===== src/rtl/core/phti_blend.sv =====
`timescale 1ns / 1ps
// ----------------------------------------------------------------------------
// phti_blend: axis-serial linear blend
// One axis per cycle: (cur*(65536-r) + prev*r + 32768) >> 16, registered.
// ----------------------------------------------------------------------------
module phti_blend (
    input  logic               clk,
    input  logic signed [31:0] cur,
    input  logic signed [31:0] prev,
    input  logic        [15:0] ratio,
    output logic signed [31:0] res
);

    logic signed [49:0] pa_reg;
    logic signed [49:0] pb_reg;
    logic signed [17:0] wcur;
    logic signed [17:0] wprev;
    logic signed [50:0] sum;

    assign wcur  = 18'sd65536 - $signed({2'b00, ratio});
    assign wprev = $signed({2'b00, ratio});
    assign sum   = 51'(pa_reg) + 51'(pb_reg) + 51'sd32768;

    always_ff @(posedge clk)
    begin
        pa_reg <= cur * wcur;
        pb_reg <= prev * wprev;
        res    <= sum[47:16];
    end

endmodule


===== config.mk =====
export PLATFORM = sky130hd
export DESIGN_NAME = phti_blend
export DESIGN_NICKNAME = d
export VERILOG_FILES = /design/src/rtl/core/phti_blend.sv
export SDC_FILE = /design/constraint.sdc
export NUM_CORES = 2
export LEC_CHECK = 0
export ABC_AREA = 1
export BUFFER_PORTS_ARGS = -buffer_cell sky130_fd_sc_hd__buf_2
export CORE_MARGIN = 2
export CORE_UTILIZATION = 48
export CTS_BUF_LIST = sky130_fd_sc_hd__clkbuf_8
export CTS_CLUSTER_DIAMETER = 60
export DETAILED_ROUTE_END_ITERATION = 10
export MAX_ROUTING_LAYER = met4
export SLEW_MARGIN = 20
export SYNTH_ARGS = -nofsm -noshare
export SYNTH_HDL_FRONTEND = slang
export SYNTH_SLANG_ARGS = --single-unit

===== constraint.sdc =====
create_clock -name clk -period 6.6 [get_ports clk]
set_input_delay 0.33 -clock clk [delete_from_list [all_inputs] [get_ports clk]]
set_output_delay 0.33 -clock clk [all_outputs]
set_load 0.01 [all_outputs]

==> run_results.csv <==
group,metric,value,unit
outcome,status,"finished, final reports clean",
critical_path,cpMaxStageDelayCell,"fa_1",
sta,fin_crit_sh,96.09,%
grt,grt-ovfl-total,0,
synth,synth_area_per_cell,7.654,sq um
sta,fmax,157.7,MHz
synth,synthCells,5805,
cts,clock_latency,0.47,ns
critical_path,max_stage_delay,0.53,ns
grt,grt_usage,31.13,%
routing,first_pass_iters,6,
cells_and_area,multi_input_area,34930,sq um
routing,drt-initial-drc-count,2563,
critical_path,rr_startpoint,"pa_reg[34]",
sta,finalHoldViolCount,0,
critical_path,cp-end-kind,"register",
die,core_area,91660,sq um
critical_path,setup.worst_path.class,"in -> reg",
worst_hold_path,hold_depth,3,
routing,route.detailed.drc,0,
critical_path,r2r-end,"res[31]",
routing,ant_nets,0,
die,start_util,48.48,%
routing,routed_wl,138.1,mm
die,rows,111,
cts,cts_tree,"yes",
synth,yosys_warnings,0,
critical_path,crit_required,6.93,ns
sta,rsz0062_at_grt,"no",
routing,vias,36740,
place,io_buffers,112,
sta,finalSetupViolCount,0,
synth,synth_nets,7198,
critical_path,cp_max_fo,12,
synth,synth_top_area_share,44.74,%
die,die_w,308.3,microns
job,maxCapViolCount,0,
synth,ys_ff_latch,128,
die,die-area,95020,sq um
critical_path,crit_path_start_kind,"input pin",
worst_hold_path,hold_class,"in -> reg",
cts,cts_inserted_buffers,17,
cts,cts-root-buf,"clkbuf_8",
place,dp.final_hpwl,119.3,mm
cts,clock_path_buffers,2,
grt,antenna_found_initial,4,
sta,fin_skew,0.01527,ns
worst_hold_path,min_to,"pa_reg[0]",
synth,ys_types,47,
sta,final_max_slew_viol_count,0,
grt,grt_pass1_vias,38550,
cells_and_area,drive_gt1_share,7.797,%
worst_hold_path,hp-start,"cur[0]",
synth,ys_seq_area_share,5.767,%
routing,vias_per_cell,5.091,
critical_path,r2r_slack,3.94,ns
cells_and_area,area_growth_syn_to_layout,9.242,%
sta,period_needed,6.342,ns
sta,relSlewSlack,28.61,%
grt,grt_pass1_wl,217.5,mm
synth,yosysTopAreaCell,"fa_1",
sta,tightest_slew,1.071,ns
critical_path,crit_top_cell,"fa_1",
place,gp_congestion,0.9966,
cells_and_area,nFillCells,9022,
synth,syn_area,44430,sq um
synth,synth_area_leaders,"fa_1 (45%), inv_1 (14%), nand2_1 (11%)",
critical_path,r2r_cells,10,
cts,numClockSinks,128,
cts,clk_pin_slew,0.08,ns
die,io_pins,113,
cts,htree_levels,4,
die,fp.dieH,308.3,microns
cells_and_area,final_util,52.96,%
cells_and_area,fin_nets,7408,
routing,routedWlPerCell,19.14,microns
cells_and_area,final-seq-area,2562,sq um
grt,grt_max_degree,65,
critical_path,crit_arrival,6.67,ns
[metrics by stage]
step | setup TNS (ns) | setup slack (ns) | hold WS (ns) | instance area (sq um) | instances
2_1_floorplan | 0 | 0.4806 | 0.4276 | 44430 | 5805
3_3_place_gp | -0.8148 | -0.1614 | 0.7190 | 48070 | 7182
3_5_place_dp | -0.9905 | -0.2171 | 0.7187 | 48070 | 7182
4_1_cts | 0 | 0.2343 | 0.2200 | 48490 | 7214
5_1_grt | 0 | 0.01226 | 0.2361 | 48540 | 7217
6_report | 0 | 0.2583 | 0.2373 | 48540 | 7217
[synthesized netlist by cell type (all sizes together)]
library cell / count
o31ai: 1
nand3: 117
o21a: 7
and2: 6
dfxtp: 128
xor2: 61
a21oi: 161
clkinv: 5
clkbuf: 174
o21ai: 117
nand2: 1348
o21bai: 24
nand3b: 4
or3: 1
inv: 1624
nor2: 523
o211ai: 3
fa: 993
ha: 319
a31oi: 16
a211oi: 2
a21boi: 10
buf: 33
nor3: 27
and3: 8
xnor2: 28
nor4: 10
or2: 5
nand4: 29
a21o: 21
[repair_timing]
| action | in CTS | in global routing |
|---|---|---|
| buffers inserted | 0 | 0 |
| hold buffers | 0 | 0 |
| gates resized for setup | 0 | 11 |
| endpoints found under the setup margin | 0 | 13 |
[cell type report]
cell class / count / area share (%)
multi-input combinational: 3841 / 71.97
sequential: 128 / 5.279
clock inverter: 13 / 0.3274
inverter: 1629 / 12.61
timing repair buffer: 398 / 6.204
clock buffer: 19 / 0.5387
antenna: 3 / 0.01547
tap: 1186 / 3.057
[placed cells by master, fill, tap and decap left out, types with 61 or more instances in the layout]
cell / n
nand3_1: 116
dfxtp_1: 128
buf_2: 112
ha_1: 318
o21ai_0: 113
a21oi_1: 160
nor2_1: 508
buf_4: 261
inv_1: 1618
fa_1: 993
nand2_1: 1344
xor2_1: 61
[cell families (layout without fill, tap and decap cells)]
logic type / Yosys count / after routing / synth area share, %
and+or+nand+nor: 2078 / 2078 / 18.55
buffers and inverters: 1836 / 2059 / 15.69
adders and majority gates: 1312 / 1312 / 53.72
AOI/OAI and AO/OA: 362 / 362 / 4.514
DFF: 128 / 128 / 5.767
xor gates and xnor gates: 89 / 89 / 1.754
other: 0 / 3 / 0
[metal layers]
| layer | share of wire [%] | up-vias | track usage [%] |
|---|---|---|---|
| li1 | - | 17020 | - |
| met5 | 0 | - | - |
| met1 | 43 | 18270 | 41.21 |
| met2 | 46 | 1227 | 49.14 |
| met3 | 7.5 | 217 | 5.339 |
| met4 | 3.3 | 0 | 9.314 |
[critical path: cells and delay by family]
kind                     cells  cell delay, ns
AND/OR/NAND/NOR             15            1.72
AO/OA/AOI/OAI                2            0.44
adder cells (fa/ha/maj)      7            3.26
buffers and inverters        9            0.90
[how the worst max path moves through the flow]
stage | from | depth (start not counted) | to
global route | ratio[0] | 33 | pa_reg[32]
finish | ratio[0] | 33 | pa_reg[32]
floorplan | ratio[1] | 32 | pa_reg[47]
CTS | ratio[0] | 29 | pa_reg[44]
global placement | ratio[0] | 30 | pa_reg[44]
detailed placement | ratio[0] | 29 | pa_reg[44]
Power is not shown: default switching activity piles up to over one toggle a cycle in this logic, so the estimate is an artifact.
