==> src/rtl/core/phti_div.sv <==
`timescale 1ns / 1ps
// ----------------------------------------------------------------------------
// phti_div: 16-bit fraction divider
// Restoring division, one quotient bit per cycle: floor(num * 65536 / den).
// ----------------------------------------------------------------------------
module phti_div (
    input  logic        clk,
    input  logic        rst_n,
    input  logic        start,
    input  logic [63:0] num,
    input  logic [63:0] den,
    output logic        done,
    output logic [15:0] quot
);

    logic [63:0] rem_reg, rem_next;
    logic [63:0] den_reg, den_next;
    logic [15:0] q_reg, q_next;
    logic [4:0]  cnt_reg, cnt_next;
    logic        busy_reg, busy_next;
    logic        done_reg, done_next;
    logic [64:0] shifted;
    logic        take;

    assign shifted = {rem_reg, 1'b0};
    assign take    = shifted[64] || (shifted[63:0] >= den_reg);

    always_comb
    begin
        rem_next  = rem_reg;
        den_next  = den_reg;
        q_next    = q_reg;
        cnt_next  = cnt_reg;
        busy_next = busy_reg;
        done_next = 1'b0;
        if (start)
        begin
            rem_next  = num;
            den_next  = den;
            q_next    = '0;
            cnt_next  = '0;
            busy_next = 1'b1;
        end
        else if (busy_reg)
        begin
            rem_next = take ? (shifted[63:0] - den_reg) : shifted[63:0];
            q_next   = {q_reg[14:0], take};
            cnt_next = cnt_reg + 5'd1;
            if (cnt_reg == 5'd15)
            begin
                busy_next = 1'b0;
                done_next = 1'b1;
            end
        end
    end

    always_ff @(posedge clk or negedge rst_n)
    begin
        if (!rst_n)
        begin
            busy_reg <= 1'b0;
            done_reg <= 1'b0;
            cnt_reg  <= '0;
        end
        else
        begin
            busy_reg <= busy_next;
            done_reg <= done_next;
            cnt_reg  <= cnt_next;
        end
    end

    always_ff @(posedge clk)
    begin
        rem_reg <= rem_next;
        den_reg <= den_next;
        q_reg   <= q_next;
    end

    assign done = done_reg;
    assign quot = q_reg;

endmodule

==> config.mk <==
export PLATFORM = sky130hd
export DESIGN_NAME = phti_div
export DESIGN_NICKNAME = d
export VERILOG_FILES = /design/src/rtl/core/phti_div.sv
export SDC_FILE = /design/constraint.sdc
export NUM_CORES = 1
export LEC_CHECK = 0
export ABC_AREA = 1
export BUFFER_PORTS_ARGS = -buffer_cell sky130_fd_sc_hd__buf_2
export CAP_MARGIN = 5
export CORE_ASPECT_RATIO = 1.1
export CORE_MARGIN = 5
export CORE_UTILIZATION = 25
export CTS_CLUSTER_DIAMETER = 50
export DETAILED_ROUTE_END_ITERATION = 16
export PLACE_DENSITY = 0.41
export SETUP_SLACK_MARGIN = 0.1
export SLEW_MARGIN = 20
export SYNTH_ARGS = -nofsm -noshare
export SYNTH_HDL_FRONTEND = slang
export SYNTH_SLANG_ARGS = --single-unit
==> constraint.sdc <==
create_clock -name clk -period 3.2 [get_ports clk]
set_input_delay 0.64 -clock clk [delete_from_list [all_inputs] [get_ports clk]]
set_output_delay 0.64 -clock clk [all_outputs]
set_load 0.01 [all_outputs]
==> out/results.ini <==
[run_status]
status=finished clean

[logic_synthesis]
synth_cell_type_count=37
syn_avg_cell_area_sq_um=6.390
syn-num-nets=2189
yosysTopAreaCell=edfxtp_1
yosys_warnings=0
synth.area.top_cells=edfxtp_1 30%, nand2_1 25%, inv_1 13%
syn_inst=1991
synth.cell_area_sq_um=12720
ys_seq_elements=151
yosysTopAreaCellShare_pct=30.21
ys_seq_area_share_pct=34.10

[detailed_routing]
drt_iter0_drc=687
route.detailed.drc=0
vias=12100
ant_nets=0
routed_wl_microns=46350
dr.pass1.iters=5
wl_per_cell_microns=16.48
detail_route.vias_per_cell=4.301

[clocking]
clk_latency_ps=500
cts_made_buffers=17
clockRootBuffer=clkbuf_16
clock-sinks=151
htreeDepth=4
clockBufferDepth=2
cts_tree=built
path_clk_slew_ps=80

[sta]
slew_viol_final=0
setup_violations=0
period_minus_slack_ps=2934
tightest_slew_ps=668.7
worst_hold_slack_ps=311.1
final_hold_viol_count=0
skew_ps=20.07
rsz0062_at_grt=no
setup-tns-final_ps=0
slew-limit-headroom_pct=55.42
min_period_over_period_pct=91.68
max_freq_ghz=0.3408

[die]
ioPinCount=148
die_h_microns=246.6
dieArea_sq_um=55510
coreArea_sq_um=50250
start_util_pct=25.32
rows=86
fp.dieW_microns=225.1

[flow_run]
max_cap_violations=0

[worst_hold_path]
min_path_type=in -> reg

[placed_design]
io_buffer_count=147
hpwl_microns=38050
gp_congestion=0.9093
placed_area_sq_um=14330

[global_routing]
grt_overflow=0
track_usage_pct=16.96
antenna_found_initial=0
grt_pass1_vias=12350
grt_max_degree=133
grt_pass1_wl_microns=71510

[setup_path]
cp-end-kind=register
start_kind=register
path_max_fanout=63
cp.required_ps=3440
criticalPathCategory=reg -> reg
arrival_ps=3180

[layout]
final_nets=2338
final_common_cell=nand2_1
diodes=0
synthToLayoutAreaGrowth_pct=17.73
drive_gt1_share_pct=10.78
stdcell_area_sq_um=14980
mostFrequentLayoutCells=833 x nand2_1, 436 x inv_1, 146 x buf_2

[power]
vdd_drop_max_mv=0.3618
power_density_nw_per_um2=925.2
leakagePower_nw=8.360

## timing repair
item	in CTS	in global routing
endpoints found under the setup margin	0	2
setup buffers	0	0
hold buffers	1	0
endpoints found under the hold margin	7	0
gates resized for setup	0	2
## worst max-delay path: stages, from the launching register on
cell and delay, ps:
edfxtp_1 440, fa_1 510, nand2_1 150, nand2_1 60, nand3b_1 100, nand2_2 100, nand2_1 90, nand2_2 100
nand2_1 120, nand3_2 90, nand2_4 110, buf_16 270, nand3b_1 280, nand3_1 160, nand2_1 60
## Yosys cell counts
| master | instances |
|---|---|
| nor3_1 | 17 |
| nor2_2 | 4 |
| nor2_8 | 1 |
| nand4_1 | 18 |
| buf_2 | 5 |
| o21ai_1 | 1 |
| a31oi_1 | 1 |
| nor3_2 | 2 |
| edfxtp_1 | 128 |
| o21ai_0 | 12 |
| nor2_1 | 105 |
| clkinv_1 | 2 |
| nand2_1 | 834 |
| inv_1 | 436 |
| buf_6 | 5 |
| nand3_1 | 127 |
| and3_1 | 2 |
| nand3b_1 | 57 |
| o22ai_1 | 15 |
| ha_1 | 66 |
| dfrtp_1 | 7 |
| nor2_4 | 1 |
| buf_1 | 6 |
| a21oi_1 | 41 |
| dfxtp_1 | 16 |
| xnor2_1 | 30 |
| clkbuf_1 | 20 |
| nand2_2 | 5 |
| nand2_4 | 2 |
| inv_2 | 11 |
| o21bai_1 | 3 |
| nand3_2 | 3 |
| fa_1 | 1 |
| nor4_1 | 3 |
| buf_8 | 1 |
| a21oi_2 | 2 |
| a211o_1 | 1 |
## routing by layer
metal,global-route usage [%],wire length (microns),up-vias
met1,22.79,22400,5474
met4,6.071,1261,0
met2,27.50,21170,210
li1,-,-,6373
met5,0,0,-
met3,2.896,1515,42
## final cells by class
cell class	instances	area (sq um)
timing repair buffer	167	985.9
tap	660	825.8
inverter	449	1685
fill	5615	35270
clock buffer	17	425.4
clock inverter	15	202.7
sequential	151	4339
multi-input combinational	1354	6515
## logic make-up (layout without fill, tap and decap cells)
group	Yosys count	after routing	synth area share, %
AO/OA/AOI/OAI	76	76	3.294
XOR/XNOR	30	30	2.065
adder cells (fa/ha/maj)	67	67	6.648
buffers and inverters	486	648	14.77
flip-flops	151	151	34.10
AND/OR/NAND/NOR	1181	1181	39.12
## metrics by stage
stage | power, W | worst slack, ps | util [%] | instances
2_1_floorplan | 0.009045 | 624.9 | - | 1991
3_3_place_gp | 0.01179 | 212.2 | 28.52 | 2780
3_5_place_dp | 0.01179 | 262.2 | 28.52 | 2780
4_1_cts | 0.01409 | 232.3 | 29.79 | 2813
5_1_grt | 0.01526 | 113.7 | 29.81 | 2813
6_report | 0.01386 | 266.1 | 29.81 | 2813
## worst paths after layout
kind / startpoint / to / slack [ps] / cells after the start
worst max-delay path: rem_reg[0]$_DFFE_PP_ / rem_reg[42]$_DFFE_PP_ / 270 / 14
worst min-delay path: den[45] / den_reg[45]$_DFFE_PP_ / 310 / 1
worst max register to register: rem_reg[0]$_DFFE_PP_ / rem_reg[42]$_DFFE_PP_ / 270 / 14
worst min register to register: quot[15]$_SDFFE_PP0P_ / quot[15]$_SDFFE_PP0P_ / 490 / 2
max in group asynchronous: rst_n / cnt_reg[3]$_DFFE_PN0P_ / 2520 / 2
min in group asynchronous: rst_n / cnt_reg[0]$_DFFE_PN0P_ / 510 / 2
## power by group
group          internal, W  switching [W]  total (W)
logic              0.00296        0.00570    0.00865
registers          0.00277       0.000259    0.00303
clock network      0.00114        0.00104    0.00218
No activity file was read; power rests on OpenSTA's default activity.
